==> src/rtl/ffa_pkg.sv <==
// shared constants, command codes and control/status types of the first-fit allocator
`timescale 1ns / 1ps
package ffa_pkg;

	localparam int HEAP_UNITS = 4096;
	localparam int ADDR_W     = $clog2(HEAP_UNITS);
	localparam int IDX_W      = ADDR_W + 1;
	localparam int UNITS_W    = IDX_W + 1;
	localparam int OFS_W      = 15;
	localparam int NBYTES_W   = 16;

	localparam logic [IDX_W-1:0]   SENT       = IDX_W'(HEAP_UNITS);
	localparam logic [IDX_W-1:0]   WALK_LIMIT = IDX_W'(HEAP_UNITS + 2);
	localparam logic [UNITS_W-1:0] HEAP_TOP   = UNITS_W'(HEAP_UNITS);

	localparam logic KIND_ALLOC = 1'b0;
	localparam logic KIND_FREE  = 1'b1;

	localparam logic [1:0] ST_OK   = 2'd0;
	localparam logic [1:0] ST_FAIL = 2'd1;
	localparam logic [1:0] ST_IGN  = 2'd2;

	localparam int OP_W = 5;
	localparam logic [OP_W-1:0] OP_NONE     = 5'd0;
	localparam logic [OP_W-1:0] OP_LOAD     = 5'd1;
	localparam logic [OP_W-1:0] OP_FAIL     = 5'd2;
	localparam logic [OP_W-1:0] OP_IGN      = 5'd3;
	localparam logic [OP_W-1:0] OP_RD_P     = 5'd4;
	localparam logic [OP_W-1:0] OP_ADV      = 5'd5;
	localparam logic [OP_W-1:0] OP_A_SPLIT1 = 5'd6;
	localparam logic [OP_W-1:0] OP_A_SPLIT2 = 5'd7;
	localparam logic [OP_W-1:0] OP_A_EXACT  = 5'd8;
	localparam logic [OP_W-1:0] OP_BRK      = 5'd9;
	localparam logic [OP_W-1:0] OP_F_RD1    = 5'd10;
	localparam logic [OP_W-1:0] OP_F_CAP1   = 5'd11;
	localparam logic [OP_W-1:0] OP_F_CAP2   = 5'd12;
	localparam logic [OP_W-1:0] OP_F_A1     = 5'd13;
	localparam logic [OP_W-1:0] OP_F_A2     = 5'd14;
	localparam logic [OP_W-1:0] OP_F_RD2    = 5'd15;
	localparam logic [OP_W-1:0] OP_F_CAP3   = 5'd16;
	localparam logic [OP_W-1:0] OP_F_B      = 5'd17;
	localparam logic [OP_W-1:0] OP_F_I1     = 5'd18;
	localparam logic [OP_W-1:0] OP_F_I2     = 5'd19;

	typedef struct packed {
		logic [OP_W-1:0] op;
		logic            out_load;
	} ffa_cmd_t;

	typedef struct packed {
		logic is_free;
		logic nbytes_zero;
		logic bp_oob;
		logic p_sent;
		logic walk_lim;
		logic p_gt_bp;
		logic fit_gt;
		logic fit_eq;
		logic brk_ok;
		logic cond_a;
		logic cond_b;
		logic a_done;
	} ffa_stat_t;

	// byte offset of the user area behind header unit u
	function automatic logic [OFS_W-1:0] user_of(input logic [ADDR_W-1:0] u);
		logic [ADDR_W-1:0] n;
		n = u + ADDR_W'(1);
		return {n, 3'b000};
	endfunction

endpackage

==> src/rtl/ffa_ctrl.sv <==
// allocator controller: request sequencing and output handshake
`timescale 1ns / 1ps
module ffa_ctrl import ffa_pkg::*; (
	input  logic      clk,
	input  logic      arst_n,
	input  logic      in_valid,
	output logic      in_stall,
	output logic      out_valid,
	input  logic      out_stall,
	input  ffa_stat_t stat,
	output ffa_cmd_t  cmd
);

	localparam logic [4:0] S_IDLE     = 5'd0;
	localparam logic [4:0] S_START    = 5'd1;
	localparam logic [4:0] S_A_WALK   = 5'd2;
	localparam logic [4:0] S_A_EVAL   = 5'd3;
	localparam logic [4:0] S_A_SPLIT2 = 5'd4;
	localparam logic [4:0] S_A_BRK    = 5'd5;
	localparam logic [4:0] S_F_WALK   = 5'd6;
	localparam logic [4:0] S_F_ADV    = 5'd7;
	localparam logic [4:0] S_F_CAP1   = 5'd8;
	localparam logic [4:0] S_F_CAP2   = 5'd9;
	localparam logic [4:0] S_F_DECA   = 5'd10;
	localparam logic [4:0] S_F_A2     = 5'd11;
	localparam logic [4:0] S_F_RD2    = 5'd12;
	localparam logic [4:0] S_F_CAP3   = 5'd13;
	localparam logic [4:0] S_F_FIN    = 5'd14;
	localparam logic [4:0] S_F_I2     = 5'd15;
	localparam logic [4:0] S_DONE     = 5'd16;

	logic [4:0] state_q, state_d;
	logic       out_valid_q;
	logic       out_free;

	assign out_free = !out_valid_q || !out_stall;

	always_comb begin
		state_d      = state_q;
		cmd.op       = OP_NONE;
		cmd.out_load = 1'b0;
		unique case (state_q)
			S_IDLE: begin
				if (in_valid) begin
					cmd.op  = OP_LOAD;
					state_d = S_START;
				end
			end
			S_START: begin
				if (!stat.is_free) begin
					if (stat.nbytes_zero) begin
						cmd.op  = OP_FAIL;
						state_d = S_DONE;
					end else begin
						state_d = S_A_WALK;
					end
				end else if (stat.bp_oob) begin
					cmd.op  = OP_IGN;
					state_d = S_DONE;
				end else begin
					state_d = S_F_WALK;
				end
			end
			S_A_WALK: begin
				if (stat.p_sent || stat.walk_lim) begin
					state_d = S_A_BRK;
				end else begin
					cmd.op  = OP_RD_P;
					state_d = S_A_EVAL;
				end
			end
			S_A_EVAL: begin
				priority if (stat.fit_gt) begin
					cmd.op  = OP_A_SPLIT1;
					state_d = S_A_SPLIT2;
				end else if (stat.fit_eq) begin
					cmd.op  = OP_A_EXACT;
					state_d = S_DONE;
				end else begin
					cmd.op  = OP_ADV;
					state_d = S_A_WALK;
				end
			end
			S_A_SPLIT2: begin
				cmd.op  = OP_A_SPLIT2;
				state_d = S_DONE;
			end
			S_A_BRK: begin
				cmd.op  = stat.brk_ok ? OP_BRK : OP_FAIL;
				state_d = S_DONE;
			end
			S_F_WALK: begin
				if (stat.p_sent || stat.walk_lim || stat.p_gt_bp) begin
					cmd.op  = OP_F_RD1;
					state_d = S_F_CAP1;
				end else begin
					cmd.op  = OP_RD_P;
					state_d = S_F_ADV;
				end
			end
			S_F_ADV: begin
				cmd.op  = OP_ADV;
				state_d = S_F_WALK;
			end
			S_F_CAP1: begin
				cmd.op  = OP_F_CAP1;
				state_d = S_F_CAP2;
			end
			S_F_CAP2: begin
				cmd.op  = OP_F_CAP2;
				state_d = S_F_DECA;
			end
			S_F_DECA: begin
				// merge with the following block first
				if (stat.cond_a) begin
					cmd.op  = OP_F_A1;
					state_d = S_F_A2;
				end else begin
					cmd.op  = OP_F_RD2;
					state_d = S_F_CAP3;
				end
			end
			S_F_A2: begin
				cmd.op  = OP_F_A2;
				state_d = S_F_RD2;
			end
			S_F_RD2: begin
				cmd.op  = OP_F_RD2;
				state_d = S_F_CAP3;
			end
			S_F_CAP3: begin
				cmd.op  = OP_F_CAP3;
				state_d = S_F_FIN;
			end
			S_F_FIN: begin
				priority if (stat.cond_b) begin
					cmd.op  = OP_F_B;
					state_d = S_DONE;
				end else if (!stat.a_done) begin
					cmd.op  = OP_F_I1;
					state_d = S_F_I2;
				end else begin
					state_d = S_DONE;
				end
			end
			S_F_I2: begin
				cmd.op  = OP_F_I2;
				state_d = S_DONE;
			end
			S_DONE: begin
				if (out_free) begin
					cmd.out_load = 1'b1;
					state_d      = S_IDLE;
				end
			end
			default: begin
				state_d = S_IDLE;
			end
		endcase
	end

	always_ff @(posedge clk or negedge arst_n) begin
		if (!arst_n) begin
			state_q     <= S_IDLE;
			out_valid_q <= 1'b0;
		end else begin
			state_q <= state_d;
			if (cmd.out_load) begin
				out_valid_q <= 1'b1;
			end else if (!out_stall) begin
				out_valid_q <= 1'b0;
			end
		end
	end

	assign in_stall  = state_q != S_IDLE;
	assign out_valid = out_valid_q;

	a_no_overwrite: assert property (@(posedge clk) disable iff (!arst_n)
		cmd.out_load |-> out_free) else $error("result overwritten while stalled");
	a_accept_busy: assert property (@(posedge clk) disable iff (!arst_n)
		(in_valid && !in_stall) |=> state_q == S_START) else $error("item accepted but not started");
	a_load_then_valid: assert property (@(posedge clk) disable iff (!arst_n)
		cmd.out_load |=> out_valid_q) else $error("result loaded but not shown");
	a_free_ops_only_free: assert property (@(posedge clk) disable iff (!arst_n)
		(cmd.op == OP_F_RD1) |-> stat.is_free) else $error("free sequence on allocate item");

endmodule

==> config.mk <==
export PLATFORM = sky130hd
export DESIGN_NAME = ffa_ctrl
export DESIGN_NICKNAME = d
export VERILOG_FILES = /design/src/rtl/ffa_pkg.sv /design/src/rtl/ffa_ctrl.sv
export SDC_FILE = /design/constraint.sdc
export NUM_CORES = 1
export LEC_CHECK = 0
export ABC_AREA = 0
export BUFFER_PORTS_ARGS = -buffer_cell sky130_fd_sc_hd__buf_4
export CAP_MARGIN = 10
export CORE_MARGIN = 3
export CORE_UTILIZATION = 49
export CTS_CLUSTER_DIAMETER = 40
export CTS_CLUSTER_SIZE = 28
export DETAILED_ROUTE_END_ITERATION = 6
export GPL_TIMING_DRIVEN = 0
export HOLD_SLACK_MARGIN = 0.05
export PLACE_DENSITY_LB_ADDON = 0.05
export SYNTH_ARGS = -nofsm -noshare
export SYNTH_HDL_FRONTEND = slang
export SYNTH_SLANG_ARGS = --single-unit
export TNS_END_PERCENT = 50
==> constraint.sdc <==
create_clock -name clk -period 1.9 [get_ports clk]
set_input_delay 0.285 -clock clk [delete_from_list [all_inputs] [get_ports clk]]
set_output_delay 0.285 -clock clk [all_outputs]
set_load 0.1 [all_outputs]
### Word level (Yosys, flattened, before mapping)

Cells that the tools add are included.

| operators by class | value |
|---|---|
| add/subtract/negate cells | 0 |
| multiply operators | 0 |
| divide/modulo/power cells | 0 |
| order comparisons | 0 |
| equal/unequal tests | 19 |
| shifts and indexed selects | 0 |
| mux-type cells | 30 |
| bitwise logic cells | 0 |
| reductions and logical operators | 9 |

Operators by type and width:

| kind | number |
|---|---|
| case mux 5 bit (16 select lines) | 1 |
| case mux 5 bit (15 select lines) | 1 |
| two-way mux 5 bit | 12 |
| equality test 5 x 4 -> 1 bit, second input constant | 8 |
| equality test 5 x 3 -> 1 bit, second input constant | 4 |
| two-way mux 4 bit | 5 |
| equality test 5 x 2 -> 1 bit, second input constant | 2 |
| two-way mux 3 bit | 3 |
| two-way mux 2 bit | 3 |
| equality test 5 x 1 -> 1 bit, second input constant | 1 |
| equality test 5 bit, second input constant | 1 |
| logical NOT 5 bit | 1 |
| two-way mux 1 bit | 5 |
| nonzero test 5 bit | 1 |
| inequality test 2 bit, second input constant | 2 |
| logical OR 1 bit | 3 |
| OR reduction 3 bit | 1 |
| logical NOT 1 bit | 2 |
| inequality test 2 x 1 -> 1 bit, second input constant | 1 |
| AND reduction 2 bit | 1 |

| storage, ports and cells | value |
|---|---|
| bits in registers | 6 |
| latch bits | 0 |
| RAM bits | 0 |
| memory bits (read-only) | 0 |
| bits of input ports | 16 |
| memories | 0 |

### Logic depth before layout (Yosys ltp)

| depth | value |
|---|---|
| word-level depth | 5 |
| depth in mapped cells | 6 |
| gate-level depth less buffers | 4 |

### Worst setup path before layout

OpenSTA, ideal clock, no wires.

| timing | value |
|---|---|
| kind | reg2out |
| start | reg state_q[1] |
| end | out cmd[1] in the netlist's numbering |
| data arrival time | 4.356 ns |
| required time | 1.615 ns |
| setup slack | -2.741 ns |
| stages on the path, launching flop included | 5 |
| buffers on the path | 1 |
| cell sequence | dfrtp_1 buf_4 nor2b_1 nand3_1 o311ai_0 |

RTL lines:

| item | line | source |
|---|---|---|
| start, declared | ffa_ctrl.sv:32 | `logic [4:0] state_q, state_d;` |
| start signal, assigned | ffa_ctrl.sv:167 | `state_q <= state_d;` |
| end, declared | ffa_ctrl.sv:11 | `output ffa_cmd_t cmd` |

==> flow_summary.yaml <==
logic_synthesis:
  synth_cell_type_count: 39
  synth_common_cells: "11 x nand2_1, 7 x nand2b_1, 7 x nor2_1, 7 x nor2b_1"
  synthTopCellsByArea: "dfrtp_1 20%, nand2b_1 5.9%, nor2b_1 5.9%, nand2_1 5.6%, a21oi_1 4.1%"
  syn_inst: 101
  synth_edf_count: 0
  synth_area_sq_um: 737
  syn_area_per_cell_sq_um: 7.30
  yosysMostFrequentCell: "nand2_1"
  async_reset_ff_frac: 1.00
  ys_seq_elements: 6
  yosysTopAreaCellShare: 0.204
  ys.flop_type: "dfrtp_1"
  synth_top_cell_by_area: "dfrtp_1"
  yosys_warnings: 0
  yosysSeqAreaShare: 0.204
  synthesis.nets: 117
worst_hold_path:
  hold_path_depth: 3
  hold_class: "in2reg"
finish:
  n_antenna_cell: 0
  final_nets: 153
  finalInstanceArea_sq_um: 1210
  instances_no_fill: 150
  syn_to_final_growth_pct: 64.0
  drive_above_1_share: 0.459
setup_path:
  crit_path_top_delay_cell: "or4_1"
  rr_worst_depth: 6
  cp_max_fo: 5
  worstSetupPathType: "reg2out"
  crit_path_end_kind: "output port"
  slowest_delay_ps: 520
  cp.arrival_ps: 1820
  crit_chain: "or4_1, a311o_1, o21ai_2, buf_12"
  critPathRequiredTime_ps: 1620
  start_kind: "register"
drt:
  dr.first_iter.drc_count: 57
  vias_per_cell: 6.83
  drc_errors: 0
  drt_wl_total_microns: 2990
  routedWlPerCell_microns: 20.0
  drt-pass1-iter-count: 4
  drt.antenna.violating_nets: 0
  vias: 1025
timing:
  final.min_clock_period_ps: 2110
  period_share: 1.11
  slew_headroom: 0.723
  fmax_mhz: 474
  tightestPinTransition_ps: 413
  hold_violations: 0
  setup_ws_ps: -210
  rsz0062_at_grt: "true"
  finalSetupViolCount: 5
  fin_skew_ps: 5.17
  slew_violations: 0
job:
  drv_cap: 0
floorplanning:
  initial_utilization: 0.546
  dieArea_sq_um: 2010
  fp.dieW_microns: 44.8
  num_io_pins: 24
  rows: 13
  die_h_microns: 44.8
  core_sq_um: 1350
clocking:
  clk_pin_slew_ps: 40
  insertion_delay_ps: 250
  cts_buffer_depth: 2
  htreeDepth: 1
  clock-sinks: 6
  cts_tree: "built"
  clockRootBuffer: "clkbuf_4"
  cts_made_buffers: 3
global_routing:
  grt_usage: 0.290
  grt_antenna_before_repair: 0
  grt_pass1_vias: 965
  grt_pass1_wl_microns: 4170
  grt.overflow.total: 0
  grt_start_max_net_pins: 11
place:
  placed_cells: 139
  dpl_cell_area_sq_um: 982
  io_buffers: 23
  dp_hpwl_microns: 1780
  gp_congestion: 0.926
status:
  violations: "setup timing"
  status: "complete, but fails checks"
[worst max-delay path: cells and delay by family (launching register included)]
kind	cells	cell delay (ps)
DFF	1	440
AOI/OAI and AO/OA	2	420
buffers and inverters	1	190
and+or+nand+nor	1	520
[kinds of logic (layout without fill, tap and decap cells)]
| group | after synthesis | count (layout) | synth area share |
|---|---|---|---|
| mux | 1 | 1 | 0.0136 |
| buf+inv | 11 | 45 | 0.0798 |
| compound gates | 36 | 36 | 0.360 |
| flops | 6 | 6 | 0.204 |
| simple gates | 47 | 47 | 0.343 |
[stage by stage]
| stage | hold slack (ps) | TNS, ps | utilization | setup slack (ps) |
|---|---|---|---|---|
| floorplan | -10.6 | -745 | - | -234 |
| global placement | 92.7 | -301 | 0.728 | -137 |
| detailed placement | 95.3 | -353 | 0.728 | -147 |
| CTS | 275 | -493 | 0.848 | -181 |
| global route | 271 | -893 | 0.895 | -265 |
| finish | 267 | -607 | 0.895 | -210 |
[final cells by class]
class / instances / area, sq um
buffer: 7 / 67.6
clock buffer: 3 / 22.5
fill: 61 / 141
inverter: 3 / 11.3
multi-input combinational: 84 / 636
sequential: 6 / 154
tap: 15 / 18.8
timing repair buffer: 32 / 299
[flip-flops by register name, summed over array words and instances (netlist names)]
name,count
state_q,5
out_valid,1
[metal layers]
| layer | track usage | part of all wire | up-vias |
|---|---|---|---|
| met1 | 0.346 | 0.38 | 468 |
| li1 | - | - | 460 |
| met2 | 0.456 | 0.47 | 81 |
| met5 | 0 | 0 | - |
| met4 | 0.158 | 0.038 | 0 |
| met3 | 0.0996 | 0.11 | 16 |
[layout by cell type, fill, tap and decap left out, types with 3 or more instances in the layout]
cell       n
buf_12     4
dfrtp_2    3
nand2_1   10
nand4_1    3
inv_1      3
o21ai_0    6
buf_4     24
a21oi_1    5
nor2_1     4
dfrtp_1    3
clkbuf_4   4
nand2b_1   7
nand3_1    3
buf_6      7
nor2b_2    4
nor2b_1    3
[path summary, 6_finish.rpt]
kind / start / endpoint / slack (ps)
max in group asynchronous: arst_n / state_q[1]$_DFFE_PN0P_ / 1390
worst max register to register: state_q[0]$_DFFE_PN0P_ / state_q[1]$_DFFE_PN0P_ / 260
worst min register to register: out_valid$_DFFE_PN0P_ / out_valid$_DFFE_PN0P_ / 560
worst min-delay path: out_stall / out_valid$_DFFE_PN0P_ / 270
worst max-delay path: state_q[1]$_DFFE_PN0P_ / cmd[2] / -210
min in group asynchronous: arst_n / state_q[4]$_DFFE_PN0P_ / 380
[repair_timing]
action / 4_1_cts / 5_1_grt
endpoints found under the hold margin: 6 / 0
gates cloned: 1 / 0
hold buffers: 1 / 0
setup endpoints to repair: 7 / 6
pin swaps: 5 / 4
buffers inserted: 5 / 2
resized for setup: 27 / 16
Power is left out: the tool's default activity adds up to more than one toggle a clock period on the data nets, which glitch-free logic cannot reach.
